<file path="src/rtl/sha_pkg.sv">
// sha_pkg: shared types, round constants and round functions for the sha-256 stream hasher
// no dependencies
package sha_pkg;

  typedef struct packed {
    logic [7:0] data_byte;
    logic       byte_present;
    logic       end_of_message;
  } in_item_t;

  typedef struct packed {
    logic [31:0] digest_word;
    logic [2:0]  word_index;
    logic        last_word;
  } out_item_t;

  localparam int QDepth = 4;
  localparam int QPtrW  = 2;

  localparam logic [7:0]  PadByte  = 8'h80;
  localparam logic [5:0]  LenPos   = 6'd56;
  localparam logic [63:0] BitsPerByte = 64'd8;

  localparam logic [31:0] RoundK [64] = '{
    32'h428a2f98, 32'h71374491, 32'hb5c0fbcf, 32'he9b5dba5,
    32'h3956c25b, 32'h59f111f1, 32'h923f82a4, 32'hab1c5ed5,
    32'hd807aa98, 32'h12835b01, 32'h243185be, 32'h550c7dc3,
    32'h72be5d74, 32'h80deb1fe, 32'h9bdc06a7, 32'hc19bf174,
    32'he49b69c1, 32'hefbe4786, 32'h0fc19dc6, 32'h240ca1cc,
    32'h2de92c6f, 32'h4a7484aa, 32'h5cb0a9dc, 32'h76f988da,
    32'h983e5152, 32'ha831c66d, 32'hb00327c8, 32'hbf597fc7,
    32'hc6e00bf3, 32'hd5a79147, 32'h06ca6351, 32'h14292967,
    32'h27b70a85, 32'h2e1b2138, 32'h4d2c6dfc, 32'h53380d13,
    32'h650a7354, 32'h766a0abb, 32'h81c2c92e, 32'h92722c85,
    32'ha2bfe8a1, 32'ha81a664b, 32'hc24b8b70, 32'hc76c51a3,
    32'hd192e819, 32'hd6990624, 32'hf40e3585, 32'h106aa070,
    32'h19a4c116, 32'h1e376c08, 32'h2748774c, 32'h34b0bcb5,
    32'h391c0cb3, 32'h4ed8aa4a, 32'h5b9cca4f, 32'h682e6ff3,
    32'h748f82ee, 32'h78a5636f, 32'h84c87814, 32'h8cc70208,
    32'h90befffa, 32'ha4506ceb, 32'hbef9a3f7, 32'hc67178f2
  };

  localparam logic [31:0] InitH [8] = '{
    32'h6a09e667, 32'hbb67ae85, 32'h3c6ef372, 32'ha54ff53a,
    32'h510e527f, 32'h9b05688c, 32'h1f83d9ab, 32'h5be0cd19
  };

  function automatic logic [31:0] rotr(input logic [31:0] x, input int n);
    rotr = (x >> n) | (x << (32 - n));
  endfunction

  function automatic logic [31:0] big_s0(input logic [31:0] x);
    big_s0 = rotr(x, 2) ^ rotr(x, 13) ^ rotr(x, 22);
  endfunction

  function automatic logic [31:0] big_s1(input logic [31:0] x);
    big_s1 = rotr(x, 6) ^ rotr(x, 11) ^ rotr(x, 25);
  endfunction

  function automatic logic [31:0] sml_s0(input logic [31:0] x);
    sml_s0 = rotr(x, 7) ^ rotr(x, 18) ^ (x >> 3);
  endfunction

  function automatic logic [31:0] sml_s1(input logic [31:0] x);
    sml_s1 = rotr(x, 17) ^ rotr(x, 19) ^ (x >> 10);
  endfunction

endpackage

</file>
<file path="src/rtl/sha_front.sv">
// sha_front: input item queue; drops items that carry neither a byte nor an end mark
// depends on sha_pkg
module sha_front import sha_pkg::*; (
  input  logic     clk,
  input  logic     rst_n,
  input  logic     in_push,
  output logic     in_full,
  input  in_item_t in_item,
  output logic     q_valid,
  output in_item_t q_item,
  input  logic     q_take
);

  in_item_t           mem_r [QDepth];
  logic [QPtrW-1:0]   wr_r, wr_nxt, rd_r, rd_nxt;
  logic [QPtrW:0]     cnt_r, cnt_nxt;
  logic               store;

  assign in_full = (cnt_r == (QPtrW+1)'(QDepth));
  assign q_valid = (cnt_r != '0);
  assign q_item  = mem_r[rd_r];
  // idle items change nothing, so they never enter the queue
  assign store   = in_push && !in_full && (in_item.byte_present || in_item.end_of_message);

  always_comb begin
    wr_nxt  = store ? wr_r + 1'b1 : wr_r;
    rd_nxt  = q_take ? rd_r + 1'b1 : rd_r;
    cnt_nxt = cnt_r + (QPtrW+1)'(store) - (QPtrW+1)'(q_take);
  end

  always_ff @(posedge clk) begin
    if (!rst_n) begin
      wr_r  <= '0;
      rd_r  <= '0;
      cnt_r <= '0;
    end else begin
      wr_r  <= wr_nxt;
      rd_r  <= rd_nxt;
      cnt_r <= cnt_nxt;
    end
  end

  always_ff @(posedge clk) begin
    if (store) begin
      mem_r[wr_r] <= in_item;
    end
  end

endmodule

</file>
<file path="src/rtl/sha_core.sv">
// sha_core: block packing, padding sequencer, 64-round compression and digest readout
// depends on sha_pkg
module sha_core import sha_pkg::*; (
  input  logic      clk,
  input  logic      rst_n,
  input  logic      q_valid,
  input  in_item_t  q_item,
  output logic      q_take,
  output logic      out_empty,
  input  logic      out_pop,
  output out_item_t out_item
);

  localparam logic [2:0] S_IDLE  = 3'd0;
  localparam logic [2:0] S_PAD80 = 3'd1;
  localparam logic [2:0] S_PADZ  = 3'd2;
  localparam logic [2:0] S_LEN   = 3'd3;
  localparam logic [2:0] S_INIT  = 3'd4;
  localparam logic [2:0] S_ROUND = 3'd5;
  localparam logic [2:0] S_FIN   = 3'd6;
  localparam logic [2:0] S_OUT   = 3'd7;

  logic [2:0]  state_r, state_nxt, ret_r, ret_nxt;
  logic [5:0]  pos_r, pos_nxt, rnd_r, rnd_nxt;
  logic [63:0] blen_r, blen_nxt;
  logic [2:0]  idx_r, idx_nxt;
  logic [31:0] h_r [8];
  logic [31:0] h_nxt [8];
  logic [31:0] v_r [8];
  logic [31:0] v_nxt [8];
  logic [31:0] w_r [16];
  logic [31:0] w_nxt [16];

  logic        wr_en;
  logic [7:0]  wr_byte;
  logic [31:0] w_new, t1, t2;

  assign q_take    = (state_r == S_IDLE) && q_valid;
  assign out_empty = (state_r != S_OUT);
  assign out_item  = '{digest_word: h_r[idx_r], word_index: idx_r,
                       last_word: (idx_r == 3'd7)};

  always_comb begin
    w_new = (rnd_r < 6'd16) ? w_r[0]
          : w_r[0] + sml_s0(w_r[1]) + w_r[9] + sml_s1(w_r[14]);
    t1 = v_r[7] + big_s1(v_r[4]) + ((v_r[4] & v_r[5]) ^ (~v_r[4] & v_r[6]))
       + RoundK[rnd_r] + w_new;
    t2 = big_s0(v_r[0]) + ((v_r[0] & v_r[1]) ^ (v_r[0] & v_r[2]) ^ (v_r[1] & v_r[2]));
  end

  always_comb begin
    state_nxt = state_r;
    ret_nxt   = ret_r;
    pos_nxt   = pos_r;
    rnd_nxt   = rnd_r;
    blen_nxt  = blen_r;
    idx_nxt   = idx_r;
    h_nxt     = h_r;
    v_nxt     = v_r;
    w_nxt     = w_r;
    wr_en     = 1'b0;
    wr_byte   = '0;
    case (state_r)
      S_IDLE: begin
        if (q_valid) begin
          if (q_item.byte_present) begin
            wr_en    = 1'b1;
            wr_byte  = q_item.data_byte;
            blen_nxt = blen_r + BitsPerByte;
            pos_nxt  = pos_r + 6'd1;
            if (pos_r == 6'd63) begin
              state_nxt = S_INIT;
              ret_nxt   = q_item.end_of_message ? S_PAD80 : S_IDLE;
            end else if (q_item.end_of_message) begin
              state_nxt = S_PAD80;
            end
          end else begin
            state_nxt = S_PAD80;
          end
        end
      end
      S_PAD80: begin
        wr_en   = 1'b1;
        wr_byte = PadByte;
        pos_nxt = pos_r + 6'd1;
        if (pos_r == 6'd63) begin
          state_nxt = S_INIT;
          ret_nxt   = S_PADZ;
        end else begin
          state_nxt = S_PADZ;
        end
      end
      S_PADZ: begin
        if (pos_r == LenPos) begin
          state_nxt = S_LEN;
        end else begin
          wr_en   = 1'b1;
          pos_nxt = pos_r + 6'd1;
          if (pos_r == 6'd63) begin
            state_nxt = S_INIT;
            ret_nxt   = S_PADZ;
          end
        end
      end
      S_LEN: begin
        w_nxt[14] = blen_r[63:32];
        w_nxt[15] = blen_r[31:0];
        state_nxt = S_INIT;
        ret_nxt   = S_OUT;
      end
      S_INIT: begin
        v_nxt     = h_r;
        rnd_nxt   = '0;
        state_nxt = S_ROUND;
      end
      S_ROUND: begin
        for (int i = 0; i < 15; i++) begin
          w_nxt[i] = w_r[i+1];
        end
        w_nxt[15] = w_new;
        v_nxt[7] = v_r[6];
        v_nxt[6] = v_r[5];
        v_nxt[5] = v_r[4];
        v_nxt[4] = v_r[3] + t1;
        v_nxt[3] = v_r[2];
        v_nxt[2] = v_r[1];
        v_nxt[1] = v_r[0];
        v_nxt[0] = t1 + t2;
        rnd_nxt  = rnd_r + 6'd1;
        if (rnd_r == 6'd63) begin
          state_nxt = S_FIN;
        end
      end
      S_FIN: begin
        for (int i = 0; i < 8; i++) begin
          h_nxt[i] = h_r[i] + v_r[i];
        end
        state_nxt = ret_r;
        idx_nxt   = '0;
      end
      S_OUT: begin
        if (out_pop) begin
          idx_nxt = idx_r + 3'd1;
          if (idx_r == 3'd7) begin
            h_nxt     = InitH;
            pos_nxt   = '0;
            blen_nxt  = '0;
            state_nxt = S_IDLE;
          end
        end
      end
      default: state_nxt = S_IDLE;
    endcase
    // big-endian byte lanes within each schedule word
    if (wr_en) begin
      w_nxt[pos_r[5:2]][8*(3 - pos_r[1:0]) +: 8] = wr_byte;
    end
  end

  always_ff @(posedge clk) begin
    if (!rst_n) begin
      state_r <= S_IDLE;
      ret_r   <= S_IDLE;
      pos_r   <= '0;
      rnd_r   <= '0;
      blen_r  <= '0;
      idx_r   <= '0;
      h_r     <= InitH;
    end else begin
      state_r <= state_nxt;
      ret_r   <= ret_nxt;
      pos_r   <= pos_nxt;
      rnd_r   <= rnd_nxt;
      blen_r  <= blen_nxt;
      idx_r   <= idx_nxt;
      h_r     <= h_nxt;
    end
  end

  always_ff @(posedge clk) begin
    v_r <= v_nxt;
    w_r <= w_nxt;
  end

endmodule

</file>
<file path="src/rtl/sha256_stream_hash.sv">
// sha256_stream_hash: top level of the sha-256 byte stream hasher
// bytes pack at one per cycle while the core is idle; a full block runs load, 64 rounds, fold
// message end: 0x80, zeros to byte 56, 64-bit length, one or two compressions, then 8 words
// stalls: no new byte is taken while a block compresses; the queue buffers up to 4 items
// reset: synchronous active-low rst_n empties the input queue and restores the initial hash
// depends on sha_pkg, sha_front, sha_core
module sha256_stream_hash import sha_pkg::*; (
  input  logic      clk,
  input  logic      rst_n,
  input  logic      in_push,
  output logic      in_full,
  input  in_item_t  in_item,
  output logic      out_empty,
  input  logic      out_pop,
  output out_item_t out_item
);

  // queue handoff between front and back
  logic     q_valid;
  logic     q_take;
  in_item_t q_item;

  // front: takes items, drops idle ones, buffers the rest
  sha_front u_front (
    .clk     (clk),
    .rst_n   (rst_n),
    .in_push (in_push),
    .in_full (in_full),
    .in_item (in_item),
    .q_valid (q_valid),
    .q_item  (q_item),
    .q_take  (q_take)
  );

  // back: packs bytes, pads, compresses and reads out the digest words
  sha_core u_core (
    .clk       (clk),
    .rst_n     (rst_n),
    .q_valid   (q_valid),
    .q_item    (q_item),
    .q_take    (q_take),
    .out_empty (out_empty),
    .out_pop   (out_pop),
    .out_item  (out_item)
  );

endmodule
</file>
<file path="config.mk">
export PLATFORM = sky130hd
export DESIGN_NAME = sha256_stream_hash
export DESIGN_NICKNAME = d
export VERILOG_FILES = /design/src/rtl/sha_pkg.sv /design/src/rtl/sha_front.sv /design/src/rtl/sha_core.sv /design/src/rtl/sha256_stream_hash.sv
export SDC_FILE = /design/constraint.sdc
export NUM_CORES = 2
export LEC_CHECK = 0
export BUFFER_PORTS_ARGS = -buffer_cell sky130_fd_sc_hd__buf_2
export CORE_MARGIN = 2
export CORE_UTILIZATION = 30
export CTS_BUF_LIST = sky130_fd_sc_hd__clkbuf_4
export CTS_CLUSTER_SIZE = 12
export DETAILED_ROUTE_END_ITERATION = 16
export PLACE_DENSITY = 0.43
export SLEW_MARGIN = 25
export SYNTH_ARGS = -nofsm -noshare
export SYNTH_HDL_FRONTEND = slang
export SYNTH_SLANG_ARGS = --single-unit
export TNS_END_PERCENT = 30
</file>
<file path="constraint.sdc">
create_clock -name clk -period 20.9 [get_ports clk]
set_clock_uncertainty 0.1 [all_clocks]
set_input_delay 1.045 -clock clk [delete_from_list [all_inputs] [get_ports clk]]
set_output_delay 1.045 -clock clk [all_outputs]
set_load 0.02 [all_outputs]
</file>
==> metrics.txt <==
Worst-Skew Late Latency 1420 ps; Die X 507 µm; drt wl/cell 24.2 µm; most frequent CP cell a21oi_1; largest net degree at the start of global routing 184; synthesized cell area 0.0758 mm²; CTS tree yes; Rel. slew slack 0.194; Initial Utilization 0.302; final slew viol count 0; global-route wire length before repair 454 mm; Post-DP Area 0.0792 mm²; startpoint types flip-flop; clk slew on worst S/H paths 60 ps; htree depth 5; clock period minus worst slack 11640 ps; HPWL Detailed 226 mm; Final Wtd Congestion 0.918; status finished, final reports clean; First-pass DRT Iterations 8; Fmax 85.9 MHz; nets 9919; total track usage 0.236; number of routed nets with antenna violations 0; CP max stage cell o21ai_0; setup TNS 0 ps; DRC 0; Final Instance Area 0.0839 mm²; Synth Register Bits 1155; ratio of cells with drive above 1 in the final layout 0.100; Core ar. 0.251 mm²; synthesized netlist cell count 9320; CTS resizes 0; die area 0.257 mm²; Area growth, synth to finish 10.6%; WP data arrival 12730 ps; Worst-Margin Slew 1200 ps; Post-Synth Simple-Gate Area 0.194; Worst Hold Class flip-flop to flip-flop; max-cap check violation count 0; IO Pins 52; global route overflow 0; initial antenna violation count 10; WP data required 22000 ps; DR iter-0 viols 5405; Adder-Cell Fraction of Synth Area 0.123; main flop type after synthesis dfxtp_1; Die Ht 507 µm; clock root buffer clkbuf_4; vias in the first global route 65900; Final period util 0.557; port bufs 51; Synth Area in XOR/XNOR 0.0724; Worst Path Max Fanout 5; final hold vios 0; largest family of logic cells by synthesized area simple AND/OR/NAND/NOR gates; YS warnings 0; Num Clock Sinks 1155; Mapped Nets 9946; Post-synth ARST share 0; RSZ-0062 raised after global routing no; critical path type flip-flop to flip-flop; Rows 184; post-synthesis mux area share 0.0357; filler cell count 26700; Post-Synthesis Mean Instance Area 8.13 µm²; Vias per Instance 5.27; Final setup viols 0; Worst Setup End Kind flip-flop; slowest stage delay, CP 650 ps; final wirelength 311 mm; post-synthesis sequential area ratio 0.344; Post-synth EDFFs 296; Yosys cell types 93; via count 67900; post-synthesis compound-gate area fraction 0.182; maximum clock path buffer count 4; clock buffer count from CTS 374
[critical path, delay by kind of cell, from the launching register on]
kind	cells	cell delay, ps
compound gates	21	5440
fa+ha+maj	8	3480
xor+xnor	5	1360
flops	1	440
simple gates	3	360
buf+inv	4	290
[state kept, by name (all words and copies together) (netlist names), named ones only]
signal / flops
u_core.blen_r: 61
u_front.rd_r: 2
u_front.mem_r: 40
u_core.v_r: 256
u_core.state_r: 3
u_core.ret_r: 3
u_front.cnt_r: 3
u_core.rnd_r: 6
u_core.h_r: 256
u_front.wr_r: 2
u_core.w_r: 512
u_core.pos_r: 6
u_core.idx_r: 3
[Yosys cell counts (52+ instances only)]
| cell | instances | area [µm²] |
|---|---|---|
| a21o_1 | 197 | 1480 |
| a21oi_1 | 421 | 2110 |
| a22oi_1 | 79 | 593 |
| a31oi_1 | 536 | 3350 |
| and2_1 | 56 | 350 |
| buf_1 | 52 | 195 |
| clkbuf_1 | 528 | 1980 |
| dfxtp_1 | 859 | 17200 |
| edfxtp_1 | 296 | 8890 |
| fa_1 | 196 | 3920 |
| ha_1 | 416 | 5200 |
| inv_1 | 394 | 1480 |
| mux4_2 | 83 | 1870 |
| nand2_1 | 2018 | 7570 |
| nand2b_1 | 64 | 400 |
| nand3_1 | 136 | 681 |
| nor2_1 | 921 | 3460 |
| nor2b_1 | 79 | 494 |
| nor3_1 | 116 | 581 |
| o21a_1 | 66 | 495 |
| o21ai_0 | 469 | 2350 |
| o22ai_1 | 56 | 350 |
| xnor2_1 | 395 | 3460 |
| xor2_1 | 229 | 2010 |
[layout by cell type (no fill, tap or decap), types with 50 or more instances in the layout]
cell and n:
nand2_1 2014, nor2_1 897, dfxtp_1 852, clkbuf_4 552
a31oi_1 536, o21ai_0 466, a21oi_1 421, ha_1 416
xnor2_1 395, inv_1 393, edfxtp_1 296, xor2_1 229
a21o_1 197, fa_1 196, nand3_1 134, buf_4 124
nor3_1 111, mux4_2 83, a22oi_1 79, nor2b_1 79
o21a_1 66, nand2b_1 64, o22ai_1 56, and2_1 55
buf_2 50
[stage by stage]
stage                     setup WS, ps  hold slack [ps]  std cells   util
final                             9260              287      12900  0.334
after global routing              8710              167      12900  0.334
after CTS                         9410              127      12900  0.334
after detailed placement          9480              360      12300  0.315
after global placement            9480              357      12300  0.315
after floorplan                  11610              349       9320      -
[routing by layer]
| layer | up-vias | global-route usage | part of all wire |
|---|---|---|---|
| li1 | 32300 | - | - |
| met5 | - | 0 | 0.000042 |
| met1 | 33200 | 0.323 | 0.46 |
| met3 | 446 | 0.0355 | 0.053 |
| met4 | 2 | 0.0770 | 0.032 |
| met2 | 1967 | 0.381 | 0.46 |
[logic make-up after synthesis]
| family | after synthesis |
|---|---|
| AOI/OAI and AO/OA | 2193 |
| xor gates and xnor gates | 625 |
| adders and majority gates | 630 |
| buffers and inverters | 991 |
| DFF | 1155 |
| muxes | 162 |
| and+or+nand+nor | 3564 |
[layout make-up]
class / instances / area, µm² / area share
flip-flops and latches: 1155 / 26100 / 0.311
diodes: 11 / 27.5 / 0.000328
clock inverters: 62 / 344 / 0.00410
repair buffers: 192 / 1400 / 0.0166
well taps: 3348 / 4190 / 0.0499
clock buffers: 552 / 4140 / 0.0494
multi-input cells: 7174 / 46200 / 0.551
inverters: 396 / 1490 / 0.0178
[final timing paths]
path / startpoint / endpoint / slack, ps / cells after the start
setup / recovery: u_core.w_r[43]$_DFF_P_ / u_core.v_r[255]$_DFFE_PN_ / 9260 / 41
hold / removal: u_core.w_r[71]$_DFF_P_ / u_core.w_r[103]$_DFF_P_ / 290 / 2
setup reg to reg: u_core.w_r[43]$_DFF_P_ / u_core.v_r[255]$_DFFE_PN_ / 9260 / 41
hold reg to reg: u_core.w_r[71]$_DFF_P_ / u_core.w_r[103]$_DFF_P_ / 290 / 2
[what timing repair did]
action | in CTS | in global routing
setup buffers | 0 | 0
endpoints found under the hold margin | 58 | 0
hold buffers | 13 | 0
Power is not shown: default switching activity piles up to over one toggle a cycle in this logic, so the estimate is an artifact.
